### src/design/ngh_pkg.sv
`default_nettype none

package ngh_pkg;

  localparam logic [31:0] ONE_Q31       = 32'h8000_0000;
  localparam logic [31:0] OPEN_STEP_Q32 = 32'd1288490189;
  localparam logic [31:0] RECIP_THREE   = 32'hAAAA_AAAB;
  localparam logic [31:0] RECIP_FIVE    = 32'hCCCC_CCCD;

  localparam int unsigned CFG_IDX_W = 3;
  localparam int unsigned CFG_DATA_W = 32;

  localparam logic [CFG_IDX_W-1:0] CFG_GATE_ENABLE = 3'd0;
  localparam logic [CFG_IDX_W-1:0] CFG_THRESHOLD   = 3'd1;
  localparam logic [CFG_IDX_W-1:0] CFG_RELEASE_MS  = 3'd2;
  localparam logic [CFG_IDX_W-1:0] CFG_HPF_B0      = 3'd3;
  localparam logic [CFG_IDX_W-1:0] CFG_HPF_A1      = 3'd4;
  localparam logic [CFG_IDX_W-1:0] CFG_HPF_A2      = 3'd5;

  typedef enum logic [4:0] {
    OP_NONE,
    OP_ENV_FAST,
    OP_ENV_SLOW,
    OP_FILT_B0,
    OP_FILT_Y,
    OP_FILT_A1,
    OP_FILT_A2,
    OP_FILT_END,
    OP_GATE_R35,
    OP_GATE_RD,
    OP_GATE_T,
    OP_GATE_TS,
    OP_GATE_DEN,
    OP_DIV_INIT,
    OP_DIV,
    OP_SQR,
    OP_X2,
    OP_CUBE,
    OP_X3,
    OP_SIXTH,
    OP_ALPHA,
    OP_FOLLOW,
    OP_FOLLOW_END,
    OP_OPEN,
    OP_OPEN_END,
    OP_UNITY,
    OP_OUT,
    OP_OUT_END
  } op_e;

  typedef struct packed {
    op_e  op;
    logic load;
    logic out_load;
  } cmd_t;

  typedef struct packed {
    logic gate_en;
    logic opening;
  } sts_t;

endpackage

`default_nettype wire

### src/design/ngh_ctrl.sv
`default_nettype none

module ngh_ctrl (
  input  wire logic          clk_i,
  input  wire logic          rst_ni,
  input  wire logic          in_valid_i,
  output logic               in_ready_o,
  output logic               out_valid_o,
  input  wire logic          out_ready_i,
  input  wire ngh_pkg::sts_t sts_i,
  output ngh_pkg::cmd_t      cmd_o
);

  typedef enum logic [27:0] {
    S_IDLE       = 28'h0000001,
    S_ENV_FAST   = 28'h0000002,
    S_ENV_SLOW   = 28'h0000004,
    S_FILT_B0    = 28'h0000008,
    S_FILT_Y     = 28'h0000010,
    S_FILT_A1    = 28'h0000020,
    S_FILT_A2    = 28'h0000040,
    S_FILT_END   = 28'h0000080,
    S_GATE_R35   = 28'h0000100,
    S_GATE_RD    = 28'h0000200,
    S_GATE_T     = 28'h0000400,
    S_GATE_TS    = 28'h0000800,
    S_GATE_DEN   = 28'h0001000,
    S_DIV_INIT   = 28'h0002000,
    S_DIV        = 28'h0004000,
    S_SQR        = 28'h0008000,
    S_X2         = 28'h0010000,
    S_CUBE       = 28'h0020000,
    S_X3         = 28'h0040000,
    S_SIXTH      = 28'h0080000,
    S_ALPHA      = 28'h0100000,
    S_FOLLOW     = 28'h0200000,
    S_FOLLOW_END = 28'h0400000,
    S_OPEN       = 28'h0800000,
    S_OPEN_END   = 28'h1000000,
    S_UNITY      = 28'h2000000,
    S_OUT        = 28'h4000000,
    S_OUT_END    = 28'h8000000
  } state_e;

  state_e state_q, state_d;
  logic [4:0] div_cnt_q, div_cnt_d;
  logic out_valid_q, out_valid_d;
  logic out_free;
  ngh_pkg::op_e op;

  assign in_ready_o  = (state_q == S_IDLE);
  assign out_valid_o = out_valid_q;
  assign out_free    = !out_valid_q || out_ready_i;

  always_comb begin
    state_d   = state_q;
    div_cnt_d = div_cnt_q;
    op        = ngh_pkg::OP_NONE;
    case (state_q)
      S_IDLE: begin
        if (in_valid_i) begin
          state_d = S_ENV_FAST;
        end
      end
      S_ENV_FAST: begin
        op = ngh_pkg::OP_ENV_FAST;
        state_d = S_ENV_SLOW;
      end
      S_ENV_SLOW: begin
        op = ngh_pkg::OP_ENV_SLOW;
        state_d = S_FILT_B0;
      end
      S_FILT_B0: begin
        op = ngh_pkg::OP_FILT_B0;
        state_d = S_FILT_Y;
      end
      S_FILT_Y: begin
        op = ngh_pkg::OP_FILT_Y;
        state_d = S_FILT_A1;
      end
      S_FILT_A1: begin
        op = ngh_pkg::OP_FILT_A1;
        state_d = S_FILT_A2;
      end
      S_FILT_A2: begin
        op = ngh_pkg::OP_FILT_A2;
        state_d = S_FILT_END;
      end
      S_FILT_END: begin
        op = ngh_pkg::OP_FILT_END;
        state_d = sts_i.gate_en ? S_GATE_R35 : S_UNITY;
      end
      S_GATE_R35: begin
        op = ngh_pkg::OP_GATE_R35;
        state_d = S_GATE_RD;
      end
      S_GATE_RD: begin
        op = ngh_pkg::OP_GATE_RD;
        state_d = S_GATE_T;
      end
      S_GATE_T: begin
        op = ngh_pkg::OP_GATE_T;
        state_d = S_GATE_TS;
      end
      S_GATE_TS: begin
        op = ngh_pkg::OP_GATE_TS;
        state_d = sts_i.opening ? S_OPEN : S_GATE_DEN;
      end
      S_GATE_DEN: begin
        op = ngh_pkg::OP_GATE_DEN;
        state_d = S_DIV_INIT;
      end
      S_DIV_INIT: begin
        op = ngh_pkg::OP_DIV_INIT;
        div_cnt_d = '0;
        state_d = S_DIV;
      end
      S_DIV: begin
        op = ngh_pkg::OP_DIV;
        div_cnt_d = div_cnt_q + 5'd1;
        if (&div_cnt_q) begin
          state_d = S_SQR;
        end
      end
      S_SQR: begin
        op = ngh_pkg::OP_SQR;
        state_d = S_X2;
      end
      S_X2: begin
        op = ngh_pkg::OP_X2;
        state_d = S_CUBE;
      end
      S_CUBE: begin
        op = ngh_pkg::OP_CUBE;
        state_d = S_X3;
      end
      S_X3: begin
        op = ngh_pkg::OP_X3;
        state_d = S_SIXTH;
      end
      S_SIXTH: begin
        op = ngh_pkg::OP_SIXTH;
        state_d = S_ALPHA;
      end
      S_ALPHA: begin
        op = ngh_pkg::OP_ALPHA;
        state_d = S_FOLLOW;
      end
      S_FOLLOW: begin
        op = ngh_pkg::OP_FOLLOW;
        state_d = S_FOLLOW_END;
      end
      S_FOLLOW_END: begin
        op = ngh_pkg::OP_FOLLOW_END;
        state_d = S_OUT;
      end
      S_OPEN: begin
        op = ngh_pkg::OP_OPEN;
        state_d = S_OPEN_END;
      end
      S_OPEN_END: begin
        op = ngh_pkg::OP_OPEN_END;
        state_d = S_OUT;
      end
      S_UNITY: begin
        op = ngh_pkg::OP_UNITY;
        state_d = S_OUT;
      end
      S_OUT: begin
        op = ngh_pkg::OP_OUT;
        state_d = S_OUT_END;
      end
      S_OUT_END: begin
        op = ngh_pkg::OP_OUT_END;
        if (out_free) begin
          state_d = S_IDLE;
        end
      end
      default: begin
        state_d = S_IDLE;
      end
    endcase
  end

  always_comb begin
    cmd_o.op       = op;
    cmd_o.load     = in_valid_i && in_ready_o;
    cmd_o.out_load = (state_q == S_OUT_END) && out_free;
    out_valid_d    = out_valid_q;
    if (cmd_o.out_load) begin
      out_valid_d = 1'b1;
    end else if (out_ready_i) begin
      out_valid_d = 1'b0;
    end
  end

  always_ff @(posedge clk_i or negedge rst_ni) begin
    if (!rst_ni) begin
      state_q     <= S_IDLE;
      div_cnt_q   <= '0;
      out_valid_q <= 1'b0;
    end else begin
      state_q     <= state_d;
      div_cnt_q   <= div_cnt_d;
      out_valid_q <= out_valid_d;
    end
  end

endmodule

`default_nettype wire

### config.mk
export PLATFORM = sky130hd
export DESIGN_NAME = ngh_ctrl
export DESIGN_NICKNAME = d
export VERILOG_FILES = /design/src/design/ngh_pkg.sv /design/src/design/ngh_ctrl.sv
export SDC_FILE = /design/constraint.sdc
export NUM_CORES = 1
export LEC_CHECK = 0
export CORE_MARGIN = 5
export CORE_UTILIZATION = 25
export DETAILED_ROUTE_END_ITERATION = 10
export DONT_BUFFER_PORTS = 1
export PLACE_DENSITY = 0.37
export SLEW_MARGIN = 20
export SYNTH_ARGS = -nofsm -noshare
export SYNTH_HDL_FRONTEND = slang
export SYNTH_SLANG_ARGS = --single-unit
### constraint.sdc
create_clock -name clk_i -period 3.1 [get_ports clk_i]
set_input_delay 0.465 -clock clk_i [delete_from_list [all_inputs] [get_ports clk_i]]
set_output_delay 0.465 -clock clk_i [all_outputs]
set_load 0.005 [all_outputs]
==> reports/qor.csv <==
metric,value,unit
hold_viol,0,
hold_path.class,input port to asynchronous set/reset pin,
r2r-end,state_q[0],
fin_skew,0.00622,ns
die_h,99.7,um
path_class,flip-flop to primary output,
vias,1579,
synthTopCellsByArea,"dfrtp_1 41%, nor4_4 5.3%, o21ai_0 3.5%",
grt_overflow,0,
min_period,2.96,ns
drcViolationCount,0,
synth_edf_count,0,
clock_sinks,34,
n_antenna_cell,0,
clkTransAtPathRegs,0.07,ns
rr_worst_depth,6,
syn_inst,200,
synth_area,0.00201,mm^2
track_usage,11.0,%
cellLeakagePower,0.00104,uW
clockBufferDepth,2,
place.gp.congestion,0.777,
power_density,521,mW/mm^2
cts_max_level,2,
cts_made_buffers,5,
irDropWorstVdd,0.158,mV
pin_count,15,
syn_avg_cell_area,10.1,um^2
worstSetupEndpointType,primary output,
dp_hpwl,3840,um
viasPerCell,5.00,
tns,0,ns
period_share,95.6,%
rsz0062_at_grt,false,
synth_area_leader_cell,dfrtp_1,
clkLatencyLatePin,0.29,ns
yosysTopAreaCellShare,41.1,%
synth_warnings,0,
port_buffers,0,
synth_cell_types,52,
tightest_slew,0.558,ns
fin_nets,221,
grt_start_max_net_pins,34,
grt_pass1_wl,8340,um
stdcell_count,316,
dp_cells,302,
first_pass_iters,4,
antenna_left,0,
synth_flop_cell,dfrtp_1,
rows,32,
timing.max_cap.violations,0,
startpoint_type,flip-flop,
critPathArrivalTime,2.50,ns
ys_seq_elements,34,
cp_data_required_time,2.63,ns
die-area,0.00994,mm^2
antenna_found_initial,0,
die_w,99.7,um
grt_pass1_vias,1571,
fmax,0.337,GHz
core_area,0.00777,mm^2
routed_wl,5130,um
ff2ff_setup_slack,0.78,ns
initial_core_util,25.9,%
drive_above_1_share,17.8,%
slew_violations,0,
drt_iter0_drc,93,
cts_tree,built,
status,completed,
ys_async_sr_fraction,100,%
seq_area_frac_synth,42.4,%
setup-violations-final,0,
slew_headroom,62.5,%
syn_to_final_growth,16.9,%
syn_nets,208,
reg2reg_from,state_q[19],
drt-wirelength-per-cell,16.2,um
fill_cells,813,
crit_path_max_fanout,6,
cts_root_buffer,clkbuf_8,
-- metal layers --
layer,track usage (%),share of wire [%],vias up
met1,14.9,48,767
met5,0,0,-
li1,-,-,775
met3,3.02,4.6,8
met4,3.15,1.2,0
met2,17.0,46,29
-- power breakdown --
group	total (uW)	internal (uW)	switching (uW)
clock	407	237	170
combinational	332	131	201
sequential	486	467	19.8
-- metrics by stage --
step / hold WS [ns] / power (uW) / utilization, % / setup WS, ns / instance area (um^2)
floorplan: 0.169 / 742 / - / 0.738 / 2010
global placement: 0.171 / 809 / 27.6 / 0.281 / 2140
detailed placement: 0.171 / 804 / 27.6 / 0.347 / 2140
CTS: 0.00297 / 1230 / 29.2 / 0.00591 / 2270
global route: 0.00821 / 1300 / 30.3 / 0.00458 / 2350
finish: 0.00215 / 1220 / 30.3 / 0.136 / 2350
-- how the worst max path moves through the flow --
stage | depth (start not counted) | slack, ns | to | startpoint
6_report | 6 | 0.14 | cmd_o[3] | state_q[19]
5_1_grt | 6 | 0.005 | cmd_o[3] | state_q[19]
4_1_cts | 6 | 0.006 | cmd_o[3] | state_q[25]
3_5_place_dp | 6 | 0.35 | cmd_o[3] | state_q[25]
3_3_place_gp | 6 | 0.28 | cmd_o[3] | state_q[25]
2_1_floorplan | 6 | 0.74 | cmd_o[3] | state_q[5]
-- placed cells by master (no fill, tap or decap), drive strengths merged, types with 2 or more instances in the layout --
cell / n
xnor2: 5
nor4b: 2
dfrtp: 33
xor2: 5
nand3b: 4
nand4: 6
o21a: 2
or2: 2
nor4: 15
a211oi: 2
nand4b: 3
o21bai: 2
ha: 2
nand2b: 5
clkbuf: 5
inv: 5
nor3: 8
clkinv: 2
or4: 3
and2: 5
o21ai: 14
and3: 2
nand3: 10
nor2: 16
nor2b: 6
nand2: 16
nor3b: 6
buf: 7
or3: 4
-- worst max-delay path, cell delays in order, from the launching register on --
cell,delay (ns)
dfrtp_1,0.46
nor4_4,0.49
nand3_2,0.22
or4_4,0.56
o21bai_4,0.19
o21a_1,0.14
nand4b_1,0.15
-- synthesized netlist by cell type (4+ instances only) --
cell type	count
and2_1	5
dfrtp_1	33
inv_1	5
nand2_1	16
nand2b_1	5
nand3_1	9
nand3b_1	4
nand4_1	5
nor2_1	16
nor2b_1	6
nor3_1	8
nor3b_1	5
nor4_1	6
nor4_2	4
nor4_4	5
o21ai_0	14
xnor2_1	5
xor2_1	5
-- flip-flops by register name, summed over array words and instances, names as in the netlist --
name and flops:
state_q 28, div_cnt_q 5, out_valid_o 1
-- logic make-up (layout without fill, tap and decap cells) --
family / Yosys count / after routing / synth area share, %
DFF: 34 / 34 / 42.4
adders and majority gates: 2 / 2 / 1.24
and+or+nand+nor: 116 / 116 / 39.6
AOI/OAI and AO/OA: 31 / 31 / 10.8
buffers and inverters: 7 / 21 / 1.56
xor gates and xnor gates: 10 / 10 / 4.36
-- area by class of cell --
| cell class | instances | area [um^2] | share of cell area (%) |
|---|---|---|---|
| clock buffers | 5 | 68.8 | 2.93 |
| multi-input cells | 159 | 1170 | 49.7 |
| clock inverters | 3 | 40.0 | 1.70 |
| inverters | 5 | 18.8 | 0.799 |
| repair buffers | 8 | 75.1 | 3.19 |
| flip-flops and latches | 34 | 852 | 36.3 |
| well taps | 102 | 128 | 5.43 |
-- repair_timing --
item                                    4_1_cts  5_1_grt
gates resized for setup                       0        5
hold buffers                                  1        1
endpoints found under the setup margin        0        2
buffers inserted                              0        4
endpoints found under the hold margin        33        1
(Power assumes the default switching activity.)
